`src/hw/rtl/mfu_pkg.sv`:
```
`default_nettype none

package mfu_pkg;

  localparam int MAX_WIDTH_DEFAULT = 64;
  localparam int QUEUE_DEPTH       = 2;

  localparam int BYTE_W   = 8;
  localparam int VALUE_W  = 64;
  localparam int CFG_W_W  = 7;   // value_width register
  localparam int OFFSET_W = 3;   // start_bit_offset register
  localparam int NBITS_W  = 4;   // 1..8 live bits in a byte
  localparam int USED_W   = 3;

  localparam int APB_ADDR_W = 3;
  localparam int APB_DATA_W = 32;
  localparam int REG_IDX_BIT = 2;

  localparam logic [0:0] REG_VALUE_WIDTH  = 1'b0;
  localparam logic [0:0] REG_START_OFFSET = 1'b1;

  localparam logic [CFG_W_W-1:0]  VALUE_WIDTH_RESET  = 7'd8;
  localparam logic [OFFSET_W-1:0] START_OFFSET_RESET = 3'd0;

  // one classified byte waiting for the back end; live bits sit in the low nbits
  typedef struct packed {
    logic [BYTE_W-1:0]  bits;
    logic [NBITS_W-1:0] nbits;
    logic               start;
  } q_entry_t;

endpackage

`default_nettype wire

```
`src/hw/rtl/mfu_if.sv`:
```
`default_nettype none

interface mfu_byte_if;
  logic                           valid;
  logic                           ready;
  logic [mfu_pkg::BYTE_W-1:0]     in_byte;
  logic                           array_start;

  modport source (output valid, output in_byte, output array_start, input ready);
  modport sink   (input valid, input in_byte, input array_start, output ready);
endinterface

interface mfu_value_if;
  logic                           valid;
  logic                           ready;
  logic [mfu_pkg::VALUE_W-1:0]    value;
  logic                           last_of_byte;

  modport source (output valid, output value, output last_of_byte, input ready);
  modport sink   (input valid, input value, input last_of_byte, output ready);
endinterface

`default_nettype wire

```
`src/hw/rtl/mfu_front.sv`:
```
`default_nettype none

module mfu_front (
  mfu_byte_if.sink                      byte_ch,
  input  logic [mfu_pkg::OFFSET_W-1:0]  start_offset,
  input  logic                          queue_full,
  output logic                          push,
  output mfu_pkg::q_entry_t             entry
);

  assign byte_ch.ready = !queue_full;
  assign push          = byte_ch.valid && !queue_full;

  // first byte of an array loses its leading skipped bits
  always_comb begin
    entry.bits  = byte_ch.in_byte;
    entry.start = byte_ch.array_start;
    if (byte_ch.array_start) begin
      entry.nbits = mfu_pkg::NBITS_W'(mfu_pkg::BYTE_W)
                    - mfu_pkg::NBITS_W'(start_offset);
    end else begin
      entry.nbits = mfu_pkg::NBITS_W'(mfu_pkg::BYTE_W);
    end
  end

endmodule

`default_nettype wire

```
`src/hw/rtl/mfu_queue.sv`:
```
`default_nettype none

module mfu_queue #(
  parameter int DEPTH = mfu_pkg::QUEUE_DEPTH
) (
  input  logic              clk,
  input  logic              rst,
  input  logic              push,
  input  mfu_pkg::q_entry_t push_entry,
  output logic              full,
  input  logic              pop,
  output mfu_pkg::q_entry_t head,
  output logic              head_valid
);

  localparam int PW = (DEPTH > 1) ? $clog2(DEPTH) : 1;
  localparam int CNTW = $clog2(DEPTH + 1);

  mfu_pkg::q_entry_t entries [DEPTH];
  logic [PW-1:0]   wr_ptr, rd_ptr;
  logic [CNTW-1:0] count;

  assign full       = (count == CNTW'(DEPTH));
  assign head_valid = (count != '0);
  assign head       = entries[rd_ptr];

  always_ff @(posedge clk) begin
    if (rst) begin
      wr_ptr <= '0;
      rd_ptr <= '0;
      count  <= '0;
    end else begin
      if (push) begin
        wr_ptr <= (wr_ptr == PW'(DEPTH - 1)) ? '0 : wr_ptr + PW'(1);
      end
      if (pop) begin
        rd_ptr <= (rd_ptr == PW'(DEPTH - 1)) ? '0 : rd_ptr + PW'(1);
      end
      if (push && !pop) begin
        count <= count + CNTW'(1);
      end else if (pop && !push) begin
        count <= count - CNTW'(1);
      end
    end
  end

  always_ff @(posedge clk) begin
    if (push) begin
      entries[wr_ptr] <= push_entry;
    end
  end

endmodule

`default_nettype wire

```
`src/hw/rtl/mfu_back.sv`:
```
`default_nettype none

module mfu_back #(
  parameter int MAX_WIDTH = mfu_pkg::MAX_WIDTH_DEFAULT
) (
  input  logic                              clk,
  input  logic                              rst,
  input  logic [$clog2(MAX_WIDTH + 1)-1:0]  eff_w,
  input  mfu_pkg::q_entry_t                 head,
  input  logic                              head_valid,
  output logic                              pop,
  mfu_value_if.source                       value_ch
);

  localparam int CW = $clog2(MAX_WIDTH);
  localparam int WW = $clog2(MAX_WIDTH + 1);
  localparam int NW = mfu_pkg::NBITS_W;
  localparam int UW = mfu_pkg::USED_W;
  localparam int BW = mfu_pkg::BYTE_W;

  logic [MAX_WIDTH-2:0] res_bits, res_bits_next;
  logic [CW-1:0]        res_cnt, res_cnt_next;
  logic [UW-1:0]        used, used_next;

  logic                 out_valid, out_valid_next;
  logic [mfu_pkg::VALUE_W-1:0] out_value, out_value_next;
  logic                 out_last, out_last_next;

  logic                 fresh;
  logic [MAX_WIDTH-1:0] acc0, acc_new, mask, val;
  logic [CW-1:0]        cnt0;
  logic [NW-1:0]        rem, take, rem_after;
  logic [WW-1:0]        need;
  logic [BW:0]          take_mask;
  logic [BW-1:0]        chunk;
  logic                 emit, last, step, out_free;

  always_comb begin
    // array start: residue is dropped before this byte's first bit
    fresh = head.start && (used == '0);
    acc0  = fresh ? '0 : {1'b0, res_bits};
    cnt0  = fresh ? '0 : res_cnt;
    rem   = head.nbits - NW'(used);

    // residue already at or past a shrunk width: next bit completes a value
    if (WW'(cnt0) >= eff_w) begin
      need = WW'(1);
    end else begin
      need = eff_w - WW'(cnt0);
    end

    if (need <= WW'(rem)) begin
      take = NW'(need);
      emit = 1'b1;
    end else begin
      take = rem;
      emit = 1'b0;
    end

    rem_after = rem - take;
    take_mask = ((BW + 1)'(1) << take) - (BW + 1)'(1);
    chunk     = BW'(({1'b0, head.bits} >> rem_after) & take_mask);
    acc_new   = (acc0 << take) | MAX_WIDTH'(chunk);
    mask      = {MAX_WIDTH{1'b1}} >> (WW'(MAX_WIDTH) - eff_w);
    val       = acc_new & mask;
    // no further value can complete in what is left of the byte
    last      = WW'(rem_after) < eff_w;

    out_free = !out_valid || value_ch.ready;
    step     = head_valid && (!emit || out_free);
    pop      = step && (rem_after == '0);

    res_bits_next  = res_bits;
    res_cnt_next   = res_cnt;
    used_next      = used;
    out_valid_next = out_valid;
    out_value_next = out_value;
    out_last_next  = out_last;

    if (value_ch.ready) begin
      out_valid_next = 1'b0;
    end

    if (step) begin
      if (emit) begin
        res_bits_next  = '0;
        res_cnt_next   = '0;
        out_valid_next = 1'b1;
        out_value_next = '0;
        out_value_next[MAX_WIDTH-1:0] = val;
        out_last_next  = last;
      end else begin
        res_bits_next = acc_new[MAX_WIDTH-2:0];
        res_cnt_next  = CW'(WW'(cnt0) + WW'(take));
      end
      used_next = (rem_after == '0) ? '0 : used + UW'(take);
    end
  end

  always_ff @(posedge clk) begin
    if (rst) begin
      res_bits  <= '0;
      res_cnt   <= '0;
      used      <= '0;
      out_valid <= 1'b0;
    end else begin
      res_bits  <= res_bits_next;
      res_cnt   <= res_cnt_next;
      used      <= used_next;
      out_valid <= out_valid_next;
    end
  end

  always_ff @(posedge clk) begin
    out_value <= out_value_next;
    out_last  <= out_last_next;
  end

  assign value_ch.valid        = out_valid;
  assign value_ch.value        = out_value;
  assign value_ch.last_of_byte = out_last;

endmodule

`default_nettype wire

```
`src/hw/rtl/msb_first_field_unpacker.sv`:
```
`default_nettype none

// channel    dir  words                         handshake
// byte_ch    in   in_byte[7:0], array_start     valid/ready
// value_ch   out  value[63:0], last_of_byte     valid/ready
// apb        in   value_width @0x0, start_bit_offset @0x4
//
// A byte is accepted every cycle while the two-word front queue has room.
// The back end spends one step per value a byte completes, plus one step to
// fold leftover bits into the residue (or the whole byte if it completes none).
// A value passes through the queue entry and the output register; a stalled output
// holds the back end, and once the queue is full byte_ch.ready drops.
// Reset (rst, synchronous) empties queue, residue and output, width 8, offset 0.

module msb_first_field_unpacker #(
  parameter int MAX_WIDTH = mfu_pkg::MAX_WIDTH_DEFAULT
) (
  input  logic                              clk,
  input  logic                              rst,
  mfu_byte_if.sink                          byte_ch,
  mfu_value_if.source                       value_ch,
  input  logic                              psel,
  input  logic                              penable,
  input  logic                              pwrite,
  input  logic [mfu_pkg::APB_ADDR_W-1:0]    paddr,
  input  logic [mfu_pkg::APB_DATA_W-1:0]    pwdata,
  output logic [mfu_pkg::APB_DATA_W-1:0]    prdata,
  output logic                              pready
);

  localparam int WW = $clog2(MAX_WIDTH + 1);

  logic [mfu_pkg::CFG_W_W-1:0]  value_width;
  logic [mfu_pkg::OFFSET_W-1:0] start_bit_offset;
  logic [WW-1:0]                eff_w;
  logic                         cfg_write;
  logic [0:0]                   reg_idx;

  logic              q_push, q_full, q_pop, q_head_valid;
  mfu_pkg::q_entry_t q_entry, q_head;

  assign pready    = 1'b1;
  assign cfg_write = psel && penable && pwrite;
  assign reg_idx   = paddr[mfu_pkg::REG_IDX_BIT];

  always_ff @(posedge clk) begin
    if (rst) begin
      value_width      <= mfu_pkg::VALUE_WIDTH_RESET;
      start_bit_offset <= mfu_pkg::START_OFFSET_RESET;
    end else if (cfg_write) begin
      unique case (reg_idx)
        mfu_pkg::REG_VALUE_WIDTH: begin
          value_width <= pwdata[mfu_pkg::CFG_W_W-1:0];
        end
        mfu_pkg::REG_START_OFFSET: begin
          start_bit_offset <= pwdata[mfu_pkg::OFFSET_W-1:0];
        end
        default: begin
        end
      endcase
    end
  end

  always_comb begin
    unique case (reg_idx)
      mfu_pkg::REG_VALUE_WIDTH:  prdata = mfu_pkg::APB_DATA_W'(value_width);
      mfu_pkg::REG_START_OFFSET: prdata = mfu_pkg::APB_DATA_W'(start_bit_offset);
      default:                   prdata = '0;
    endcase
  end

  // zero reads as 1, anything above MAX_WIDTH as MAX_WIDTH
  always_comb begin
    priority if (value_width == '0) begin
      eff_w = WW'(1);
    end else if (value_width > mfu_pkg::CFG_W_W'(MAX_WIDTH)) begin
      eff_w = WW'(MAX_WIDTH);
    end else begin
      eff_w = WW'(value_width);
    end
  end

  mfu_front u_front (
    .byte_ch      (byte_ch),
    .start_offset (start_bit_offset),
    .queue_full   (q_full),
    .push         (q_push),
    .entry        (q_entry)
  );

  mfu_queue #(
    .DEPTH (mfu_pkg::QUEUE_DEPTH)
  ) u_queue (
    .clk        (clk),
    .rst        (rst),
    .push       (q_push),
    .push_entry (q_entry),
    .full       (q_full),
    .pop        (q_pop),
    .head       (q_head),
    .head_valid (q_head_valid)
  );

  mfu_back #(
    .MAX_WIDTH (MAX_WIDTH)
  ) u_back (
    .clk        (clk),
    .rst        (rst),
    .eff_w      (eff_w),
    .head       (q_head),
    .head_valid (q_head_valid),
    .pop        (q_pop),
    .value_ch   (value_ch)
  );

  // a value never carries bits above the effective width
  a_value_in_range: assert property (@(posedge clk) disable iff (rst)
    value_ch.valid |-> ((value_ch.value >> eff_w) == '0))
    else $error("value wider than configured width");

  // nothing is shown on the output right after reset
  a_quiet_after_reset: assert property (@(posedge clk)
    (!rst && $past(rst)) |-> !value_ch.valid)
    else $error("output valid right after reset");

  // the queue never drains without having been filled
  a_pop_needs_entry: assert property (@(posedge clk) disable iff (rst)
    q_pop |-> q_head_valid)
    else $error("queue popped while empty");

endmodule

`default_nettype wire
```
`src/flat_wrapper.sv`:
```
// flat-port wrapper written by rule: the top's interface ports become plain ports
module msb_first_field_unpacker_flat 
#(
  parameter int MAX_WIDTH = mfu_pkg::MAX_WIDTH_DEFAULT
)
  (clk, rst, psel, penable, pwrite, paddr, pwdata, prdata, pready, byte_ch_valid, byte_ch_in_byte, byte_ch_array_start, byte_ch_ready, value_ch_valid, value_ch_value, value_ch_last_of_byte, value_ch_ready);
  mfu_byte_if byte_ch_i ();
  mfu_value_if value_ch_i ();
  input  logic clk;
  input  logic rst;
  input  logic psel;
  input  logic penable;
  input  logic pwrite;
  input  logic [mfu_pkg::APB_ADDR_W-1:0] paddr;
  input  logic [mfu_pkg::APB_DATA_W-1:0] pwdata;
  output logic [mfu_pkg::APB_DATA_W-1:0] prdata;
  output logic pready;
  input wire logic [$bits(byte_ch_i.valid)-1:0] byte_ch_valid;
  input wire logic [$bits(byte_ch_i.in_byte)-1:0] byte_ch_in_byte;
  input wire logic [$bits(byte_ch_i.array_start)-1:0] byte_ch_array_start;
  output wire logic [$bits(byte_ch_i.ready)-1:0] byte_ch_ready;
  output wire logic [$bits(value_ch_i.valid)-1:0] value_ch_valid;
  output wire logic [$bits(value_ch_i.value)-1:0] value_ch_value;
  output wire logic [$bits(value_ch_i.last_of_byte)-1:0] value_ch_last_of_byte;
  input wire logic [$bits(value_ch_i.ready)-1:0] value_ch_ready;
  assign byte_ch_i.valid = byte_ch_valid;
  assign byte_ch_i.in_byte = byte_ch_in_byte;
  assign byte_ch_i.array_start = byte_ch_array_start;
  assign byte_ch_ready = byte_ch_i.ready;
  assign value_ch_valid = value_ch_i.valid;
  assign value_ch_value = value_ch_i.value;
  assign value_ch_last_of_byte = value_ch_i.last_of_byte;
  assign value_ch_i.ready = value_ch_ready;
  msb_first_field_unpacker #(.MAX_WIDTH(MAX_WIDTH)) u_core (.clk(clk), .rst(rst), .byte_ch(byte_ch_i), .value_ch(value_ch_i), .psel(psel), .penable(penable), .pwrite(pwrite), .paddr(paddr), .pwdata(pwdata), .prdata(prdata), .pready(pready));
endmodule
```
`config.mk`:
```
export PLATFORM = sky130hd
export DESIGN_NAME = msb_first_field_unpacker_flat
export DESIGN_NICKNAME = d
export VERILOG_FILES = /design/src/hw/rtl/mfu_pkg.sv /design/src/hw/rtl/mfu_if.sv /design/src/hw/rtl/mfu_front.sv /design/src/hw/rtl/mfu_queue.sv /design/src/hw/rtl/mfu_back.sv /design/src/hw/rtl/msb_first_field_unpacker.sv /design/src/flat_wrapper.sv
export SDC_FILE = /design/constraint.sdc
export NUM_CORES = 1
export LEC_CHECK = 0
export ABC_AREA = 1
export BUFFER_PORTS_ARGS = -buffer_cell sky130_fd_sc_hd__buf_4
export CELL_PAD_IN_SITES_DETAIL_PLACEMENT = 0
export CELL_PAD_IN_SITES_GLOBAL_PLACEMENT = 1
export CORE_ASPECT_RATIO = 0.6
export CORE_UTILIZATION = 40
export DETAILED_ROUTE_END_ITERATION = 8
export MAX_ROUTING_LAYER = met4
export PLACE_DENSITY_LB_ADDON = 0.1
export SKIP_CTS_REPAIR_TIMING = 1
export SLEW_MARGIN = 25
export SYNTH_ARGS = -nofsm -noshare
export SYNTH_HDL_FRONTEND = slang
export SYNTH_SLANG_ARGS = --single-unit
```
`constraint.sdc`:
```
create_clock -name clk -period 18.1 [get_ports clk]
set_input_delay 0.905 -clock clk [delete_from_list [all_inputs] [get_ports clk]]
set_output_delay 0.905 -clock clk [all_outputs]
set_load 0.005 [all_outputs]
```
==> metrics.txt <==
syn_area_per_cell 6.844 sq um; CP peak stage delay 0.72 ns; synth unique cells 51; Final period util 44.40%; crit-path most repeated cell nand2_1; via count of the first global-routing pass 11,010; antenna violations before repair 0; slowest CP cell dfxtp_1; Yosys top cell area share 21.97%; DIE HEIGHT 138.6 um; first-pass GRT wire length 66,870 um; mux cell area share after synthesis 0.3220%; leading area contributor after synthesis edfxtp_1; Routed Antenna Nets 0; Top-Level Pins 151; Nets 1,926; Starting Density 41.06%; Layout area overhead 10.74%; CTS sink cnt 179; Hold Crit Class register to register; max_slew headroom 35.44%; highest clock rate 124.4 MHz; ys async rst share 0%; Critical Path Start Type register; largest family of logic cells by synthesized area simple AND/OR/NAND/NOR gates; Core Rows 49; Least-Margin Pin Slew 0.9674 ns; grt ovf 0; Critical Path RT 18.29 ns; critical path endpoint category register; core area 30,290 sq um; critical path type register to register; Setup Skew 0.01484 ns; clk slew on worst S/H paths 0.08 ns; RSZ-0062 raised after global routing no; Seq/Total Area, Yosys 36.14%; ant diodes 0; vias 12,410; max_cap viols 0; family with the most delay on the worst path simple AND/OR/NAND/NOR gates; most common cell after layout, fill and taps aside nand2_1; fill cell count 3,250; Post-Route WL 44,590 um; Seq cells post-synth 179; port bufs 97; Syn. warnings 0; cell count after synthesis 1,817; crit-path max FO 69; status completed; TritonCTS clock tree yes; H-tree depth 4; Netlist Area Pre-Place 12,440 sq um; drt first pass iters 5; Synth Area in Simple Gates 39.77%; vias per cell 5.486; post-synthesis compound-gate area fraction 9.186%; total CTS buffers 17; Placer Congestion 0.9810; total track usage 28.81%; main area contributors after synthesis edfxtp_1 (22%), nand3_1 (16%), nand2_1 (16%), dfxtp_1 (14%), a21oi_1 (4.4%); clk_lat worst skew 0.47 ns; final hold vios 0; Critical path buffers and inverters 6; number of synthesized flops with an enable pin 91; Clock Root Buffer clkbuf_16; most frequent cells in the layout nand2_1 (524), nand3_1 (406), inv_1 (140); DR WL/cell 19.71 um; Setup TNS 0 ns; CTS Buffer Depth 2; Iter 0 DRT Violations 1,559; Max Slew Vio Count 0; Setup violations, final 0; DIE AREA 31,820 sq um; top_reg_cell synth edfxtp_1; post-DP HPWL 32,290 um; Post-Synth XOR/XNOR Area 0.3521%; layout cells sized above 1 10.95%; Chip Width 229.6 um; Final min period 8.037 ns; Final Util 45.47%; Arr. time, crit path 8.22 ns; DRC Markers 0; Synth Area in Adders 3.602%; largest net degree at the start of global routing 74
==> metal layers <==
metal	global-route usage, %	part of all wire [%]	wire length [um]	vias to the layer above
met2	33.04	36	15950	543
met5	-	0	0	-
li1	-	-	-	6052
met4	6.035	1.4	607	0
met3	9.354	12	5130	48
met1	46.05	51	22900	5766
==> synth_stat cells (all sizes together) (2+ instances only) <==
master,instances
clkbuf,42
edfxtp,91
nand2,550
nand3b,3
o31ai,2
o211ai,6
nand3,411
a211oi,9
o2111a,2
inv,145
ha,31
dfxtp,88
buf,87
and3,3
conb,2
xor2,4
and2,2
or2,2
nor2,113
a21oi,109
nor3,13
o21ai,75
fa,3
clkinv,4
nand4,10
mux2i,4
==> final timing paths <==
| path | slack, ns | end | cells past startpoint | from |
|---|---|---|---|---|
| setup / recovery | 10.06 | u_core.u_back.value_ch.value[6] | 31 | register |
| hold / removal | 0.46 | u_core.u_back.res_cnt[1] | 2 | u_core.u_back.res_cnt[1] |
| setup reg to reg | 10.06 | u_core.u_back.value_ch.value[6] | 31 | register |
| hold reg to reg | 0.46 | u_core.u_back.res_cnt[1] | 2 | u_core.u_back.res_cnt[1] |
==> per-stage QoR <==
step	hold WS (ns)	area, sq um	std cells	setup slack [ns]
after floorplan	0.4409	12530	1841	12.35
after global placement	0.4507	13120	2230	10.16
after detailed placement	0.4542	13130	2230	10.12
after CTS	0.4635	13770	2262	10.10
after global routing	0.4807	13770	2262	9.439
final	0.4592	13770	2262	10.06
==> registers in the layout (all words and copies together) (netlist names), named ones only <==
| signal | flops |
|---|---|
| u_core.u_back.value_ch.value | 64 |
| u_core.u_back.value_ch.valid | 1 |
| u_core.u_queue.count | 2 |
| u_core.u_queue.wr_ptr | 1 |
| u_core.u_back.value_ch.last_of_byte | 1 |
| u_core.u_queue.entries | 26 |
| u_core.u_back.res_cnt | 6 |
| u_core.start_bit_offset | 3 |
| u_core.value_width | 7 |
| u_core.u_queue.rd_ptr | 1 |
| u_core.u_back.used | 3 |
| u_core.u_back.res_bits | 63 |
==> worst reg2reg max path: cells and delay by family (launching register included) <==
family | cells | cell delay, ns
flops | 1 | 0.72
buf+inv | 6 | 2.06
simple gates | 18 | 3.25
fa+ha+maj | 3 | 1.01
compound gates | 3 | 0.42
mux | 1 | 0.29
==> final cells by class <==
type,instances,area [sq um],area share [%]
clock inverters,13,209.0,1.517
well taps,408,510.5,3.707
inverters,149,559.3,4.061
repair buffers,110,825.8,5.997
flip-flops and latches,179,4494,32.64
multi-input cells,1384,6739,48.94
clock buffers,19,432.9,3.144
==> logic make-up after synthesis <==
logic type / Yosys count
and+or+nand+nor: 1109
xor gates and xnor gates: 5
AOI/OAI and AO/OA: 206
adders and majority gates: 34
other: 2
buffers and inverters: 278
DFF: 179
muxes: 4
Power is left out: the tool's default activity adds up to more than one toggle a clock period on the data nets, which glitch-free logic cannot reach.
